File: src/hw/rtl/dfa_pkg.sv
// dfa_pkg: sizes, request and cause codes, controller state and the
// command and status structs shared by the automaton modules
// no dependencies
package dfa_pkg;

    localparam int STATE_COUNT  = 64;
    localparam int SYMBOL_SLOTS = 16;

    localparam int STATE_W = $clog2(STATE_COUNT);
    localparam int SLOT_W  = $clog2(SYMBOL_SLOTS);
    localparam int COUNT_W = $clog2(SYMBOL_SLOTS + 1);
    localparam int CHAR_W  = 8;
    localparam int MASK_W  = 64;
    localparam int CAUSE_W = 2;
    localparam int REQ_W   = 2;
    localparam int CFG_IDX_W  = 2;
    localparam int CFG_DATA_W = 64;

    localparam int TRANS_DEPTH = STATE_COUNT * SYMBOL_SLOTS;
    localparam int TRANS_AW    = $clog2(TRANS_DEPTH);
    localparam int TRANS_W     = STATE_W + 1;

    localparam logic [REQ_W-1:0] REQ_LOAD_SYMBOL = 2'd0;
    localparam logic [REQ_W-1:0] REQ_LOAD_TRANS  = 2'd1;
    localparam logic [REQ_W-1:0] REQ_FEED        = 2'd2;
    localparam logic [REQ_W-1:0] REQ_END         = 2'd3;

    localparam logic [CAUSE_W-1:0] CAUSE_NONE     = 2'd0;
    localparam logic [CAUSE_W-1:0] CAUSE_UNKNOWN  = 2'd1;
    localparam logic [CAUSE_W-1:0] CAUSE_NO_TRANS = 2'd2;

    localparam logic [CFG_IDX_W-1:0] CFG_INITIAL_STATE = 2'd0;
    localparam logic [CFG_IDX_W-1:0] CFG_ACCEPT_MASK   = 2'd1;
    localparam logic [CFG_IDX_W-1:0] CFG_SYMBOL_COUNT  = 2'd2;

    typedef enum logic [1:0] {
        ST_CLEAR,
        ST_IDLE,
        ST_LOOKUP
    } ctrl_state_t;

    typedef struct packed {
        logic clear_we;
        logic accept;
        logic lookup;
        logic load_result;
    } dfa_cmd_t;

    typedef struct packed {
        logic clear_done;
        logic need_lookup;
    } dfa_status_t;

endpackage

File: src/hw/rtl/dfa_ctrl.sv
// dfa_ctrl: controller for the automaton (clearing pass, accept, table lookup,
// result handshake); depends on dfa_pkg
module dfa_ctrl (
    input  logic                  clk,
    input  logic                  rst_n,
    input  logic                  in_valid,
    output logic                  in_ready,
    output logic                  out_valid,
    input  logic                  out_ready,
    input  dfa_pkg::dfa_status_t  status,
    output dfa_pkg::dfa_cmd_t     cmd
);

    dfa_pkg::ctrl_state_t state_reg;
    dfa_pkg::ctrl_state_t state_next;
    logic                 out_valid_reg;
    logic                 out_valid_next;

    always_ff @(posedge clk or negedge rst_n)
    begin
        if (!rst_n)
        begin
            state_reg     <= dfa_pkg::ST_CLEAR;
            out_valid_reg <= 1'b0;
        end
        else
        begin
            state_reg     <= state_next;
            out_valid_reg <= out_valid_next;
        end
    end

    always_comb
    begin
        state_next      = state_reg;
        in_ready        = 1'b0;
        cmd             = '0;
        out_valid_next  = out_valid_reg && !out_ready;
        case (state_reg)
            dfa_pkg::ST_CLEAR:
            begin
                cmd.clear_we = 1'b1;
                if (status.clear_done)
                begin
                    state_next = dfa_pkg::ST_IDLE;
                end
            end
            dfa_pkg::ST_IDLE:
            begin
                in_ready   = !out_valid_reg || out_ready;
                cmd.accept = in_valid && in_ready;
                if (cmd.accept)
                begin
                    if (status.need_lookup)
                    begin
                        state_next = dfa_pkg::ST_LOOKUP;
                    end
                    else
                    begin
                        cmd.load_result = 1'b1;
                        out_valid_next  = 1'b1;
                    end
                end
            end
            dfa_pkg::ST_LOOKUP:
            begin
                cmd.lookup      = 1'b1;
                cmd.load_result = 1'b1;
                out_valid_next  = 1'b1;
                state_next      = dfa_pkg::ST_IDLE;
            end
            default:
            begin
                state_next = dfa_pkg::ST_CLEAR;
            end
        endcase
    end

    assign out_valid = out_valid_reg;

endmodule

File: config.mk
export PLATFORM = sky130hd
export DESIGN_NAME = dfa_ctrl
export DESIGN_NICKNAME = d
export VERILOG_FILES = /design/src/hw/rtl/dfa_pkg.sv /design/src/hw/rtl/dfa_ctrl.sv
export SDC_FILE = /design/constraint.sdc
export NUM_CORES = 1
export LEC_CHECK = 0
export BUFFER_PORTS_ARGS = -buffer_cell sky130_fd_sc_hd__buf_4
export CAP_MARGIN = 20
export CORE_AREA = 2 2 39 41
export CTS_CLUSTER_SIZE = 12
export DETAILED_ROUTE_END_ITERATION = 10
export DIE_AREA = 0 0 41 43
export PLACE_DENSITY = 0.37
export SLEW_MARGIN = 20
export SYNTH_ARGS = -nofsm -noshare
export SYNTH_HDL_FRONTEND = slang
export SYNTH_SLANG_ARGS = --single-unit
File: constraint.sdc
create_clock -name clk -period 3.5 [get_ports clk]
set_input_delay 0.7 -clock clk [delete_from_list [all_inputs] [get_ports clk]]
set_output_delay 0.7 -clock clk [all_outputs]
set_load 0.01 [all_outputs]
==> results of run 1 <==
-- report_power, final --
| group | switching, mW | internal, mW |
|---|---|---|
| sequential | 0.0154 | 0.0489 |
| clock | 0.0163 | 0.0426 |
| combinational | 0.0848 | 0.0914 |
-- cells by family after synthesis --
logic type | synth area share (%)
compound gates | 14.5
fa+ha+maj | 20.0
buf+inv | 3.00
flops | 30.0
simple gates | 32.5
-- worst max-delay path by stage --
stage / to / from / slack, ns / cells after the start
CTS: cmd[0] / out_ready / 1.30 / 6
global placement: cmd[0] / out_ready / 1.30 / 6
global route: cmd[0] / out_ready / 1.21 / 6
detailed placement: cmd[0] / out_ready / 1.29 / 6
floorplan: cmd[0] / out_ready / 1.50 / 4
finish: cmd[0] / out_ready / 1.30 / 6
-- routing by layer --
layer,global-route usage (%),vias up
met3,4.71,0
met4,0,0
li1,-,127
met1,9.68,110
met2,13.1,13
met5,0,-
-- layout make-up --
| class | instances | area [um^2] | area share [%] |
|---|---|---|---|
| inverters | 2 | 7.51 | 1.98 |
| multi-input cells | 23 | 168 | 44.2 |
| clock buffers | 4 | 26.3 | 6.93 |
| repair buffers | 11 | 82.6 | 21.8 |
| well taps | 16 | 20.0 | 5.28 |
| flip-flops and latches | 3 | 75.1 | 19.8 |
-- cell usage in the layout (no fill, tap or decap), types with 2 or more instances in the layout --
| cell | netlist | final |
|---|---|---|
| nand3_1 | 2 | 2 |
| nor2_1 | 2 | 2 |
| clkbuf_4 | 0 | 3 |
| buf_4 | 0 | 11 |
| inv_1 | 2 | 2 |
| dfrtp_1 | 3 | 3 |
| ha_1 | 4 | 4 |
| nand2_1 | 2 | 2 |
| nor2b_1 | 3 | 3 |
==> impl_metrics.yaml, run 1 <==
status:
  status: "completed"
final_layout:
  fill_cells: 148
  final_area_um2: 379
  areaGrowthSynthToFinish_pct: 51.5
  drive_above_1_share_pct: 37.2
  nets: 54
  largest_register_ffs: 2
  final_util_pct: 27.4
  antennaDiodeCount: 0
  fin_cells: 59
cts:
  postCtsResizedCells: 0
  cts_sinks: 3
  cts_made_buffers: 3
  root_buffer: "clkbuf_4"
  cts_hold_buf: 0
  htreeDepth: 1
  clock_latency_ns: 0.23
  cts_tree: "done"
  cts_buffer_depth: 2
  path_clk_slew_ns: 0.04
  post-cts-setup-buffer-count: 0
timing:
  setup_violations: 0
  max_slew_margin_pct: 86.7
  rsz0062_at_grt: "false"
  worst_pin_slew_ns: 0.200
  final.period_utilization_pct: 62.8
  finalHoldViolCount: 0
  fin_hold_ws_ns: 0.252
  max_freq_mhz: 455
  fin_crit_ns: 2.20
  finalClockSkew_ns: 0.00102
  setup_slack_ns: 1.30
  setup_tns_ns: 0
  maxSlewViolCount: 0
global_route:
  grt_overflow: 0
  grt_pass1_vias: 256
  grt_usage_pct: 8.14
  grt_max_degree: 7
  grt_pass1_wl_um: 979
  antenna_found_initial: 0
placed_design:
  placedCellCount: 55
  port_buffers: 11
  place_ws_ns: 1.29
  place_congestion: 0.739
  placed_area_um2: 353
  hpwlAfterDp_um: 477
route:
  dr_wl_met3_um: 44
  via_count: 250
  drt_iter0_drc: 4
  ant_nets: 0
  drc: 0
  routed_wl_um: 571
  top_layer: "met3"
  vias_per_cell: 4.24
  wl_met2_um: 260
  wl_met1_um: 266
  wire_per_inst_um: 9.68
  first_pass_iters: 4
synth:
  ys_top_cells_by_area: "dfrtp_1 (30%), ha_1 (20%), nor2b_1 (7.5%), a221o_1 (4.0%), nand3_1 (4.0%)"
  synth_seq_area_share_pct: 30.0
  netlist_instances: 28
  async_reset_ff_share_pct: 100
  synth_nets: 38
  synth-main-ff-cell: "dfrtp_1"
  synth-edff-count: 0
  ys_warn_count: 0
  yosys.area.top_type_share_pct: 30.0
  synth_largest_area_cell: "dfrtp_1"
  syn-cell-area_um2: 250
  post_synth.cell_area_avg_um2: 8.94
  yosysUniqueCellTypes: 17
  synthTopCellsByCount: "ha_1 (4), dfrtp_1 (3), nor2b_1 (3)"
  ys_ff_latch: 3
  synth_most_common_cell: "ha_1"
die:
  start_util_pct: 18.1
  dieArea_um2: 1760
  core_um2: 1380
  dieWidth_um: 41
  die_y_um: 43
  ioPinCount: 12
  rows: 14
power:
  power-per-cell-area_nw_per_um2: 790
  max-vdd-ir-drop_v: 0.000217
  power_mw: 0.299
  power_leakage_nw: 0.193
worst_setup_path:
  cp-start-kind: "primary input"
  r2r-end: "state_reg[0]$_DFFE_PN0P_"
  critPathMaxFanout: 4
  critPathArrivalTime_ns: 1.50
  crit_chain: "buf_4 -> nand2b_2 -> and2_1 -> a21oi_1 -> nor2b_1 -> buf_4"
  worst_path_most_repeated_cell: "buf_4"
  crit_family: "simple AND/OR/NAND/NOR gates"
  r2r_cells: 5
  critPathMaxStageDelay_ns: 0.19
  slowest_stage: "nand2b_2"
  reg2reg_from: "state_reg[0]$_DFFE_PN0P_"
  cp-end-kind: "output pin"
  r2r_setup_slack_ns: 2.18
  critPathBufInv: 2
  worstSetupPathType: "in2out"
  required_ns: 2.80
min_path:
  hold_class: "in2async"
flow_run:
  drv_cap: 0
(Power assumes the default switching activity.)
==> inputs of run 2 (changes only) <==
--- a/config.mk
+++ b/config.mk
@@ -5,13 +5,14 @@
 export SDC_FILE = /design/constraint.sdc
 export NUM_CORES = 1
 export LEC_CHECK = 0
+export ABC_AREA = 1
 export BUFFER_PORTS_ARGS = -buffer_cell sky130_fd_sc_hd__buf_4
 export CAP_MARGIN = 20
 export CORE_AREA = 2 2 39 41
 export CTS_CLUSTER_SIZE = 12
 export DETAILED_ROUTE_END_ITERATION = 10
 export DIE_AREA = 0 0 41 43
-export PLACE_DENSITY = 0.37
+export PLACE_DENSITY = 0.4
 export SLEW_MARGIN = 20
 export SYNTH_ARGS = -nofsm -noshare
 export SYNTH_HDL_FRONTEND = slang
==> constraint.sdc (replaced) <==
create_clock -name clk -period 2 [get_ports clk]
set_input_delay 0.4 -clock clk [delete_from_list [all_inputs] [get_ports clk]]
set_output_delay 0.4 -clock clk [all_outputs]
set_load 0.01 [all_outputs]
==> run 2 against run 1 <==
Largest cell class unchanged. Sequential cell count is the same. Clock-buffer cell count unchanged. Setup slack got worse by 1.1 ns. Critical endpoint unchanged. Worst hold slack improved by 0.25 ns. Synthesized area grew 8.0%.
==> impl_metrics.yaml, run 2 <==
placed_design:
  place_ws_ns: 0.444
  place_congestion: 0.624
  placedCellCount: 67
  placed_area_um2: 373
  port_buffers: 11
  hpwlAfterDp_um: 458
power:
  power_leakage_nw: 0.254
  power-per-cell-area_nw_per_um2: 1460
  max-vdd-ir-drop_v: 0.000258
synth:
  yosys.area.top_type_share_pct: 27.8
  synth_top_family_by_area: "simple AND/OR/NAND/NOR gates"
  ys_ff_latch: 3
  synth_xor_area_share_pct: 0
  synth_largest_area_cell: "dfrtp_1"
  yosys.area_share.simple_pct: 38.0
  yosysUniqueCellTypes: 10
  synth_mux_area_share_pct: 0
  netlist_instances: 40
  synth-main-ff-cell: "dfrtp_1"
  synth_nets: 50
  synth_compound_area_share_pct: 3.24
  ys_warn_count: 0
  synth-edff-count: 0
  synth_fa_ha_area_share_pct: 18.5
  synth_seq_area_share_pct: 27.8
  async_reset_ff_share_pct: 100
  post_synth.cell_area_avg_um2: 6.76
  syn-cell-area_um2: 270
  ys_top_cells_by_area: "dfrtp_1 (28%), ha_1 (19%), nand2_1 (15%), inv_1 (11%), nand2_2 (9.3%)"
  synthTopCellsByCount: "nand2_1 (11), inv_1 (8), nor2_1 (5)"
  synth_most_common_cell: "nand2_1"
die:
  dieArea_um2: 1760
  die_y_um: 43
  rows: 14
  ioPinCount: 12
  start_util_pct: 19.5
  core_um2: 1380
  dieWidth_um: 41
route:
  vias_per_cell: 3.72
  wire_per_inst_um: 7.33
  via_count: 268
  drc: 0
  routed_wl_um: 528
  first_pass_iters: 1
  ant_nets: 0
  drt_iter0_drc: 0
timing:
  setup_tns_ns: 0
  setup_slack_ns: 0.219
  fin_crit_ns: 1.78
  rsz0062_at_grt: "false"
  final.period_utilization_pct: 89.0
  setup_violations: 0
  max_slew_margin_pct: 87.8
  finalHoldViolCount: 0
  worst_pin_slew_ns: 0.182
  finalClockSkew_ns: 0.00552
  max_freq_mhz: 562
  maxSlewViolCount: 0
global_route:
  grt_pass1_wl_um: 938
  grt_usage_pct: 8.02
  grt_overflow: 0
  grt_max_degree: 5
  grt_pass1_vias: 265
  antenna_found_initial: 0
cts:
  cts_buffer_depth: 2
  post-cts-setup-buffer-count: 0
  path_clk_slew_ns: 0.04
  htreeDepth: 1
  root_buffer: "clkbuf_4"
  cts_sinks: 3
  clock_latency_ns: 0.23
  cts_tree: "done"
  cts_made_buffers: 3
final_layout:
  areaGrowthSynthToFinish_pct: 51.4
  nets: 67
  largest_register_ffs: 2
  drive_above_1_share_pct: 39.3
  final_cell_mix: "nand2_1 (11), buf_4 (11), inv_1 (8), nor2_1 (5)"
  antennaDiodeCount: 0
  final_area_um2: 409
  fill_cells: 169
  fin_cells: 72
worst_setup_path:
  required_ns: 1.60
  crit_chain: "inv_1 -> ha_1 -> nand2_1 -> nor2_1 -> o21ai_2 -> nor2_2 -> buf_4"
  crit_family: "flip-flops"
  critPathArrivalTime_ns: 1.38
  critPathBufInv: 2
  reg2reg_from: "state_reg[1]$_DFFE_PN0P_"
  r2r_cells: 6
  cp-start-kind: "register"
  critPathMaxStageDelay_ns: 0.41
  cp-end-kind: "output pin"
  slowest_stage: "dfrtp_1"
  r2r-end: "out_valid$_DFF_PN0_"
  critPathMaxFanout: 4
  worstSetupPathType: "reg2out"
  r2r_setup_slack_ns: 0.82
status:
  status: "completed"
min_path:
  hold_class: "in2async"
flow_run:
  drv_cap: 0
run 2: metal layers:
metal  up-vias  track usage [%]  share of wire (%)
met5         -                0                  0
li1        147                -                  -
met4         0             6.00                  0
met3         0             3.14                7.0
met2         8             12.8                 53
met1       113             7.69                 40
run 2: what timing repair did:
action	in CTS	in global routing
resized for setup	0	0
endpoints found under the hold margin	3	0
hold buffers	1	0
run 2: cell families after synthesis:
group                    count (synthesis)
flip-flops                               3
AND/OR/NAND/NOR                         23
adder cells (fa/ha/maj)                  4
AO/OA/AOI/OAI                            1
buffers and inverters                    9
run 2: how the worst max path moves through the flow:
stage / start / end / cells after the start
2_1_floorplan: state_reg[1]$_DFFE_PN0P_ / cmd[0] / 6
3_3_place_gp: state_reg[1]$_DFFE_PN0P_ / cmd[0] / 7
3_5_place_dp: state_reg[1]$_DFFE_PN0P_ / cmd[0] / 7
4_1_cts: state_reg[1]$_DFFE_PN0P_ / cmd[0] / 7
5_1_grt: state_reg[1]$_DFFE_PN0P_ / cmd[0] / 7
6_report: state_reg[1]$_DFFE_PN0P_ / cmd[0] / 7
run 2: stage by stage:
stage / hold slack (ns) / power (mW) / util (%)
after floorplan: 0.104 / 0.367 / -
after global placement: 0.191 / 0.513 / 26.9
after detailed placement: 0.192 / 0.502 / 26.9
after CTS: 0.486 / 0.612 / 29.6
after global routing: 0.499 / 0.680 / 29.6
final: 0.504 / 0.596 / 29.6
run 2: worst reg2reg max path, delay by kind of cell, from the launching register on:
kind	cells	cell delay [ns]
flops	1	0.39
fa+ha+maj	1	0.22
simple gates	3	0.23
compound gates	1	0.14
buf+inv	1	0.08
run 2: layout make-up:
| type | instances | area, um^2 | share of cell area, % |
|---|---|---|---|
| timing repair buffer | 12 | 92.6 | 22.6 |
| sequential | 3 | 75.1 | 18.3 |
| tap | 16 | 20.0 | 4.89 |
| inverter | 9 | 33.8 | 8.26 |
| clock buffer | 4 | 26.3 | 6.42 |
| multi-input combinational | 28 | 161 | 39.4 |
run 2: power breakdown:
part | internal, mW | switching, mW
logic | 0.172 | 0.202
registers | 0.0905 | 0.0291
clock network | 0.0746 | 0.0284
